`src/hw/rtl/rpa_pkg.sv`:
```
`default_nettype none

package rpa_pkg;

	localparam int ADDR_W   = 27;
	localparam int GRANT_W  = 26;
	localparam int STATUS_W = 3;
	localparam int COUNT_W  = 8;
	localparam int CFG_IDX_W = 1;

	localparam logic [ADDR_W-1:0] KERNEL_END_RESET = 27'h0400000;
	localparam logic [ADDR_W-1:0] PHYS_TOP_RESET   = 27'h4000000;

	localparam logic [CFG_IDX_W-1:0] CFG_KERNEL_END = 1'b0;
	localparam logic [CFG_IDX_W-1:0] CFG_PHYS_TOP   = 1'b1;

	localparam logic CMD_ALLOC = 1'b0;
	localparam logic CMD_FREE  = 1'b1;

	typedef enum logic [STATUS_W-1:0] {
		ST_ALLOCATED = 3'd0,
		ST_RETURNED  = 3'd1,
		ST_STILL_REF = 3'd2,
		ST_OUT_OF_MEM = 3'd3,
		ST_BAD_ADDR  = 3'd4,
		ST_STACK_FULL = 3'd5
	} status_t;

	typedef struct packed {
		logic clear;
		logic issue;
		logic exec;
	} dp_cmd_t;

	typedef struct packed {
		logic clear_done;
	} dp_sts_t;

endpackage

`default_nettype wire

```
`src/hw/rtl/rpa_controller.sv`:
```
`default_nettype none

module rpa_controller (
	input  wire logic             clk,
	input  wire logic             arst_n,
	input  wire logic             in_valid,
	output logic                  in_ready,
	output logic                  out_valid,
	input  wire logic             out_ready,
	output rpa_pkg::dp_cmd_t      cmd,
	input  wire rpa_pkg::dp_sts_t sts
);

	typedef enum logic [1:0] {
		S_CLEAR,
		S_IDLE,
		S_EXEC
	} state_t;

	state_t state_q;
	logic   out_valid_q;
	logic   slot_free;

	assign slot_free = !out_valid_q || out_ready;
	assign in_ready  = (state_q == S_IDLE);
	assign out_valid = out_valid_q;

	always_comb begin
		cmd.clear = (state_q == S_CLEAR);
		cmd.issue = (state_q == S_IDLE) && in_valid;
		cmd.exec  = (state_q == S_EXEC) && slot_free;
	end

	always_ff @(posedge clk or negedge arst_n) begin
		if (!arst_n) begin
			state_q     <= S_CLEAR;
			out_valid_q <= 1'b0;
		end else begin
			if (out_valid_q && out_ready) begin
				out_valid_q <= 1'b0;
			end
			case (state_q)
				S_CLEAR: begin
					if (sts.clear_done) begin
						state_q <= S_IDLE;
					end
				end
				S_IDLE: begin
					if (in_valid) begin
						state_q <= S_EXEC;
					end
				end
				S_EXEC: begin
					if (slot_free) begin
						out_valid_q <= 1'b1;
						state_q     <= S_IDLE;
					end
				end
				default: begin
					state_q <= S_CLEAR;
				end
			endcase
		end
	end

endmodule

`default_nettype wire

```
`config.mk`:
```
export PLATFORM = sky130hd
export DESIGN_NAME = rpa_controller
export DESIGN_NICKNAME = d
export VERILOG_FILES = /design/src/hw/rtl/rpa_pkg.sv /design/src/hw/rtl/rpa_controller.sv
export SDC_FILE = /design/constraint.sdc
export NUM_CORES = 1
export LEC_CHECK = 0
export BUFFER_PORTS_ARGS = -buffer_cell sky130_fd_sc_hd__clkbuf_2
export CORE_AREA = 10 10 47 49
export CTS_BUF_LIST = sky130_fd_sc_hd__clkbuf_8
export DETAILED_ROUTE_END_ITERATION = 16
export DIE_AREA = 0 0 57 59
export PLACE_DENSITY = 0.32
export SLEW_MARGIN = 40
export SYNTH_ARGS = -nofsm -noshare
export SYNTH_HDL_FRONTEND = slang
export SYNTH_SLANG_ARGS = --single-unit
```
`constraint.sdc`:
```
create_clock -name clk -period 0.9 [get_ports clk]
set_clock_uncertainty 0.05 [all_clocks]
set_input_delay 0.045 -clock clk [delete_from_list [all_inputs] [get_ports clk]]
set_output_delay 0.045 -clock clk [all_outputs]
set_load 0.005 [all_outputs]
```
======== Word level (Yosys, flattened, before mapping) ========
Index checks and enable logic that the tools add are counted.
W data, S select, Z words.
storage, ports and cells
  output and inout port bits .............. 5
  word-level logic and storage cells ...... 21
  bits of input ports ..................... 5
  register bits ........................... 3
cells by class
  eq/ne operators ......................... 5
  reductions and logical operators ........ 7
  mux-type cells .......................... 7
operator list
  kind                  number
  $mux W2               3
  $pmux W2 S3           1
  $ne A2 B2 Y1 const B  2
  $logic_and A1 B1 Y1   3
  $mux W1               3
  $reduce_and A3 Y1     1
  $eq A2 B1 Y1 const B  1
  $eq A2 B2 Y1 const B  1
  $logic_not A2 Y1      1
  $ne A2 B1 Y1 const B  1
  $logic_not A1 Y1      1
  $logic_or A1 B1 Y1    1

======== Longest topological paths before layout ========
Gate-level depths: netlist of the first run.
  depth in word-level cells ............... 4
  mapped depth ............................ 2
  gate-level depth less buffers ........... 2

======== Least setup slack after synthesis of the first run ========
No wires, ideal clock.
  kind .................................... reg2reg
  from .................................... reg state_q[1]
  to ...................................... reg state_q[0]
  stages on the path, launching flop included .. 3
  setup time .............................. 0.121 ns
  required time ........................... 0.729 ns
  path buffers ............................ 0
  arrival time ............................ 0.755 ns
  period minus slack after synthesis ...... 0.926 ns
  slack ................................... -0.026 ns
  path through ............................ dfrtp_1 > o21ba_1 > a22o_1
between the ends
  cells in the longest elaborated chain, start to end .. 3
  elaborated cells between the ends (all ways) .. 8
  classes of those cells .................. eq/ne: 5; mux: 1; reduce/logical: 2
ends and longest elaborated chain
  what                                                           line                  text
  from (decl)                                                    rpa_controller.sv:20  state_t state_q;
  from (signal assigned)                                         rpa_controller.sv:36  state_q <= S_CLEAR;
  from (signal assigned)                                         rpa_controller.sv:45  state_q <= S_IDLE;
  from (signal assigned)                                         rpa_controller.sv:50  state_q <= S_EXEC;
  $eq A2 B2 Y1 (tied with other cells)                           rpa_controller.sv:42  case (state_q)
  $ne A2 B2 Y1 (no line) / $ne A2 B1 Y1 (equally long branches)  n/a
  $reduce_and A3 Y1 (no line)                                    n/a
Parallel ways exist; a longest one is shown, timed or not.
A chain may end at the register's enable or synchronous reset.

======== Worst setup path after layout of the first run ========
  from .................................... reg state_q[0]
  to ...................................... out in_ready
between the ends
  cells in the longest elaborated chain, start to end .. 1
ends and longest elaborated chain
  what          line                  text
  $eq A2 B1 Y1  rpa_controller.sv:25  assign in_ready = (state_q == S_IDLE);
  to (decl)     rpa_controller.sv:7   output logic in_ready,
No other way between the ends.

==> Flow_metrics.wiki, run 1 <==
{| class="wikitable"
! Metric !! Value
|-
| CTS max path bufs || 2
|-
| Buffer cell driving the clock tree root || clkbuf_8
|-
| Destination of the critical timing path || in_ready
|-
| Final setup fails || 6
|-
| DRT antenna net count || 0
|-
| Max frequency || 0.905 GHz
|-
| Arrival time worst endpoint || between 1 and 1.5 ns
|-
| CTS tree || done
|-
| Worst reg-to-reg setup slack || -0.18 ns
|-
| Final nets || 40
|-
| Fin. Hold Viols || 0
|-
| Critical Path Start Type || flop
|-
| Slack of the critical path || -0.205 ns
|-
| Maximum number of pins on one net before global-route repair || 7
|-
| Reg2Reg Depth || 3
|-
| First drt pass iteration count || 2
|-
| Start of the worst register-to-register path || state_q[0]
|-
| Clock input transition at the sequential cells of the worst setup and hold paths || approximately 0.030 ns
|-
| Starting DRT DRC Count || 2
|-
| Per-instance average area after synthesis || 9.70 sq um
|-
| Fin cells || 50
|-
| Vias in the first global route || between 200 and 250
|-
| Hold Path Class || in2reg
|-
| DRC errors left || 0
|-
| Post-Synthesis Cells || 16
|-
| Headroom to the max-slew limit || around nine tenths
|-
| Number of clock sinks || 3
|-
| Violations in the final reports || negative setup slack
|-
| Placeable core area || between 1000 and 1500 sq um
|-
| Std cell rows || 14
|-
| Layout cells sized above 1 || 58.8%
|-
| First-pass GRT wire length || roughly 850 um
|-
| Floorplan die area || 3360 sq um
|-
| Max-slew violation total from the final report || 0
|-
| Leakage power || roughly 0.00018 uW
|-
| Number of buffers added on ports || 9
|-
| Warnings from Yosys || 0
|-
| Run status || finished, violations left
|-
| Unrepaired setup endpoints after global routing || yes
|-
| Via total after detailed routing || between 150 and 200
|-
| Worst Setup End Kind || output pin
|-
| Power density of the placed cells || 3470 nW/um^2
|-
| Critical R2R Capture || state_q[0]
|-
| Remaining global-route overflow || 0
|-
| Initial Utilization || 11.1%
|-
| Placed cell count || 42
|-
| I/O pin cnt || 10
|-
| Total global-route track usage || approximately 3.6%
|-
| Layout-stage area growth over the synthesis result || 106%
|-
| Net count of the mapped netlist || 21
|-
| Required time at the worst-slack endpoint || just over 0.8 ns
|-
| Die boundary width || between 50 and 60 um
|-
| Total half-perimeter wirelength after legalization and detailed placement || ~370 um
|-
| Final core area utilization || between 20% and 30%
|-
| Post-Syn Area || about 160 sq um
|-
| Peak supply drop || 0.00101 V
|-
| Average wire per cell in the routed design || between 10 and 15 um
|-
| Vias per inst || roughly 3.7
|-
| Number of violations of the max-capacitance limit || 0
|-
| CTS H-Tree Depth || 1
|-
| Netlist cell types || 12
|-
| Measured slew at the worst slew-check pin || approximately 0.15 ns
|-
| Share of the clock period used by the worst path || 123%
|-
| Kind of critical path || reg2out
|-
| Number of antenna violations at the first check in global routing || 0
|-
| Start point of the critical path || state_q[0]
|-
| Clock insertion delay at the later pin of the skew report || between 0.2 and 0.25 ns
|-
| Post-detailed-routing wire length || 503 um
|-
| Die Ht || slightly below 60 um
|-
| Register bit total from synthesis || 3
|-
| ANT cells || 0
|-
| Minimum period implied by the final worst setup slack || between 1 and 1.5 ns
|-
| Routability-driven placement congestion ratio || about 0.63
|-
| CTS buffer count || 3
|-
| Highest fanout seen on the critical path || 5
|-
| Seq/Total Area, Yosys || 48.4%
|}
==> timing repair <==
action                     in CTS  in global routing
gates resized for setup         4                  3
setup buffers                   3                  0
hold buffers                    1                  0
hold endpoints to repair        3                  0
setup endpoints to repair       6                  6
==> synthesized netlist by cell type <==
cell / instances / share of area [%]
a21oi_1: 1 / 3.2
a22o_1: 1 / 5.6
and3b_1: 1 / 5.6
dfrtp_1: 3 / 48
inv_1: 3 / 7.3
nand2b_1: 1 / 4.0
nand3b_1: 1 / 4.8
nor2_1: 1 / 2.4
nor2b_1: 1 / 4.0
o21ai_0: 1 / 3.2
o21ba_1: 1 / 6.5
o21bai_1: 1 / 4.8
==> metal layers <==
| layer | part of all wire [%] | routed length [um] | GRT usage (%) | vias up |
|---|---|---|---|---|
| met1 | 44 | 220 | 3.34 | 83 |
| met5 | 0 | 0 | 0 | - |
| met2 | 34 | 169 | 3.57 | 13 |
| li1 | - | - | - | 89 |
| met4 | 0 | 0 | 2.01 | 0 |
| met3 | 23 | 114 | 5.58 | 0 |
==> placed cells by master (no fill, tap or decap) <==
cell and count:
clkbuf_2 6, nor2b_2 1, buf_2 3, o21bai_1 1, nand2b_4 1, o21ba_1 1
dfrtp_2 1, nor2_1 1, a22o_1 1, and3b_1 1, dlygate4sd3_1 1, clkbuf_8 3
inv_1 4, buf_4 4, dfrtp_1 2, a21oi_2 1, nand3b_1 1, o21ai_0 1
==> kinds of logic after synthesis <==
group                  share of synthesized area, %
AND/OR/NAND/NOR                                21.0
flip-flops                                     48.4
buffers and inverters                          7.26
AO/OA/AOI/OAI                                  23.4
==> how the worst min path moves through the flow <==
stage / cells past startpoint / from / end
after CTS: 2 / out_ready / out_valid
after floorplan: 0 / arst_n / out_valid
after detailed placement: 1 / arst_n / out_valid
final: 2 / out_ready / out_valid
after global routing: 2 / out_ready / out_valid
after global placement: 1 / arst_n / out_valid
==> flip-flops by register name, summed over array words and instances, names as in the netlist <==
| signal | flops |
|---|---|
| state_q | 2 |
| out_valid | 1 |
==> critical path, stage by stage, from the launching register on <==
cell      delay [ns]
dfrtp_1         0.40
nor2b_2         0.17
buf_4           0.12
clkbuf_2        0.10
==> per-stage QoR <==
step	setup TNS, ns	total power, uW	hold WS [ns]	cell area [sq um]	setup WS, ns
after floorplan	-0.0259	405	-0.301	155	-0.0256
after global routing	-1.20	1210	0.0582	320	-0.247
final	-0.971	1110	0.0160	320	-0.205
after global placement	-0.0741	578	-0.207	228	-0.0480
after CTS	-1.02	1120	0.00494	320	-0.221
after detailed placement	-0.121	587	-0.204	228	-0.0603
==> area by class of cell <==
cell class	instances	area, sq um
fillers	169	1080
clock inverters	1	3.75
inverters	3	11.3
multi-input cells	10	82.6
flip-flops and latches	3	76.3
repair buffers	14	85.1
well taps	16	20.0
clock buffers	3	41.3
==> power by group <==
group / leakage (uW) / total (uW) / switching [uW] / internal, uW
Sequential: 0.0000368 / 282 / 83.6 / 198
Combinational: 0.000114 / 457 / 155 / 302
Clock: 0.0000269 / 372 / 81.9 / 290
Total: 0.000178 / 1110 / 320 / 790
No activity file was read; power rests on OpenSTA's default activity.
==> run 2: changes to the inputs <==
Settings changed: SETUP_SLACK_MARGIN set to 0.3.
==> run 2 against run 1 <==
  * The flow finishes with violations (negative hold slack, negative setup slack)
  * Via count decreased by 1.6%
  * Sequential power about the same
  * Clock-buffer cell count unchanged
  * Critical path depth decreased by 1
  * Global-route usage increased by 0.64 points
  * Total power increased by 2.3%
  * Maximum frequency decreased by 1.3%
  * Sequential share of layout area decreased by 0.46 points
  * Largest cell class unchanged
  * Setup slack got worse by 0.015 ns
==> Flow_metrics.wiki, run 2 (synthesis gave the netlist of run 1 again) <==
{| class="wikitable"
! Metric !! Value
|-
| First drt pass iteration count || 2 (unchanged)
|-
| Cell type of the slowest stage on the worst timing path || dfrtp_2
|-
| Run status || finished, violations left
|-
| Crit path buf inv count || 1 (-1)
|-
| Number of antenna violations at the first check in global routing || 0 (unchanged)
|-
| I/O pin cnt || 10 (unchanged)
|-
| Critical Path Max Stage Delay || 0.45 ns (+0.05 ns)
|-
| DRC errors left || 0 (unchanged)
|-
| Commonest non-fill, non-tap cells in the layout || inv_1, clkbuf_2, buf_2
|-
| Worst reg-to-reg setup slack || -0.09 ns (+0.09 ns)
|-
| Worst Setup End Kind || output pin
|-
| Number of violations of the max-capacitance limit || 0 (unchanged)
|-
| Start of the worst register-to-register path || state_q[0]
|-
| Measured slew at the worst slew-check pin || 0.150 ns (+0.00294 ns)
|-
| Via total after detailed routing || 182 (-1.6%)
|-
| Min-Delay Startpoint || out_ready
|-
| Required time at the worst-slack endpoint || 0.81 ns (about the same)
|-
| DRT antenna net count || 0 (unchanged)
|-
| Arrival time worst endpoint || 1.02 ns (about the same)
|-
| CTS buffer count || 3 (unchanged)
|-
| Fin. Hold Viols || 1 (+1)
|-
| Headroom to the max-slew limit || 90.0% (-0.093 points)
|-
| Worst slack on hold paths || -0.00630 ns (-0.0223 ns)
|-
| Total global-route track usage || 4.24% (+0.64 points)
|-
| Cell class contributing the biggest share of worst-path delay || flip-flops
|-
| Start point of the critical path || state_q[1]
|-
| Clock input transition at the sequential cells of the worst setup and hold paths || 0.03 ns (about the same)
|-
| Violations in the final reports || negative hold slack, negative setup slack
|-
| Clock insertion delay at the later pin of the skew report || 0.22 ns (about the same)
|-
| Hold Path Class || in2reg
|-
| CTS tree || done
|-
| Layout-stage area growth over the synthesis result || 110%
|-
| Highest fanout seen on the critical path || 6 (+1)
|-
| Starting DRT DRC Count || 2 (unchanged)
|-
| Maximum number of pins on one net before global-route repair || 7 (unchanged)
|-
| Fillers || 159 (-5.9%)
|-
| Final nets || 39 (-2.5%)
|-
| Max FFs per register || 2 (unchanged)
|-
| ANT cells || 0 (unchanged)
|-
| Number of buffers added on ports || 9 (unchanged)
|-
| Critical path, cell by cell || and3b_1 > buf_2
|-
| Average wire per cell in the routed design || 12.0 um (+20%)
|-
| Layout cells sized above 1 || 60.6% (+1.8 points)
|-
| CTS max path bufs || 2 (unchanged)
|-
| Vias in the first global route || 208 (+2.0%)
|-
| Post-Place Worst Slack || -0.0669 ns (-0.00659 ns)
|-
| Die Ht || 59 um (unchanged)
|-
| Final core area utilization || 23.3% (+0.45 points)
|-
| Die boundary width || 57 um (unchanged)
|-
| Unrepaired setup endpoints after global routing || yes
|-
| Peak supply drop || 0.000927 V (-8.3%)
|-
| Initial Utilization || 11.1% (unchanged)
|-
| Placeable core area || 1400 sq um (unchanged)
|-
| Post-detailed-routing wire length || 590 um (+17%)
|-
| Final setup fails || 6 (unchanged)
|-
| Power density of the placed cells || 3480 nW/um^2 (+0.33%)
|-
| Leakage power || 0.000178 uW (+0.26%)
|-
| Number of clock sinks || 3 (unchanged)
|-
| Minimum period implied by the final worst setup slack || 1.12 ns (+0.0148 ns)
|-
| Critical Path Start Type || flop
|-
| Std cell rows || 14 (unchanged)
|-
| Share of the clock period used by the worst path || 124% (+1.6 points)
|-
| Buffer cell driving the clock tree root || clkbuf_8
|-
| Max-slew violation total from the final report || 0 (unchanged)
|-
| Floorplan die area || 3360 sq um (unchanged)
|-
| Slack of the critical path || -0.220 ns (-0.0148 ns)
|-
| Kind of critical path || reg2out
|-
| Vias per inst || 3.71 (+0.39%)
|-
| CTS H-Tree Depth || 1 (unchanged)
|-
| Max frequency || 0.893 GHz (-1.3%)
|-
| First-pass GRT wire length || 938 um (+11%)
|-
| Largest Register || state_q
|-
| Routability-driven placement congestion ratio || 0.677 (+6.9%)
|-
| Remaining global-route overflow || 0 (unchanged)
|}
-- run 2: changes by cell type in the layout (fill, tap and decap cells not counted) --
cell and change:
buf_6 +2, buf_2 +1, o21ai_2 +1, clkbuf_2 -2
o21ai_0 -1, buf_4 -2
-- run 2: final timing paths --
check / to / cells after the start
max in group asynchronous: state_q[1] / 2
hold / removal: out_valid / 2
setup reg to reg: state_q[0] / 3
hold reg to reg: out_valid / 2
setup / recovery: cmd[1] / 2
min in group asynchronous: out_valid / 2
-- run 2: final cells by class --
type | instances | area (sq um) | area share (%)
repair buffers | 13 | 87.6 | 26.8
inverters | 3 | 11.3 | 3.45
clock buffers | 3 | 41.3 | 12.6
multi-input cells | 10 | 86.3 | 26.4
flip-flops and latches | 3 | 76.3 | 23.4
well taps | 16 | 20.0 | 6.13
clock inverters | 1 | 3.75 | 1.15
-- run 2: timing repair --
| action | CTS | global route |
|---|---|---|
| buffers inserted | 1 | 1 |
| resized for setup | 4 | 6 |
| pin swaps | 1 | 1 |
| hold buffers | 1 | 0 |
| endpoints found under the setup margin | 8 | 8 |
| hold endpoints to repair | 4 | 0 |
-- run 2: power by group --
part / switching (uW) / internal [uW] / leakage (uW)
sequential: 81.2 / 198 / 0.0000368
clock: 95.9 / 291 / 0.0000269
combinational: 166 / 304 / 0.000114
-- run 2: through the flow --
stage	TNS [ns]	hold slack, ns	total power (uW)	instance area (sq um)	std cells
final	-0.858	-0.00630	1140	327	49
after global routing	-1.17	0.000645	1230	327	49
after CTS	-0.944	-0.0175	1100	309	48
after detailed placement	-0.171	-0.201	603	231	42
after global placement	-0.106	-0.203	598	231	42
after floorplan	-0.0252	-0.301	417	159	16
-- run 2: worst register-to-register path, stage by stage, from the launching register on --
cell and delay [ns]:
dfrtp_1 0.38, buf_4 0.13, o21ba_1 0.13, a22o_1 0.18
-- run 2: routing by layer --
layer | track usage (%) | vias to the layer above | wire length (um)
met5 | 0 | - | 0
met4 | 5.03 | 0 | 24
met3 | 4.72 | 4 | 90
met2 | 4.03 | 13 | 202
met1 | 4.16 | 79 | 273
li1 | - | 86 | -
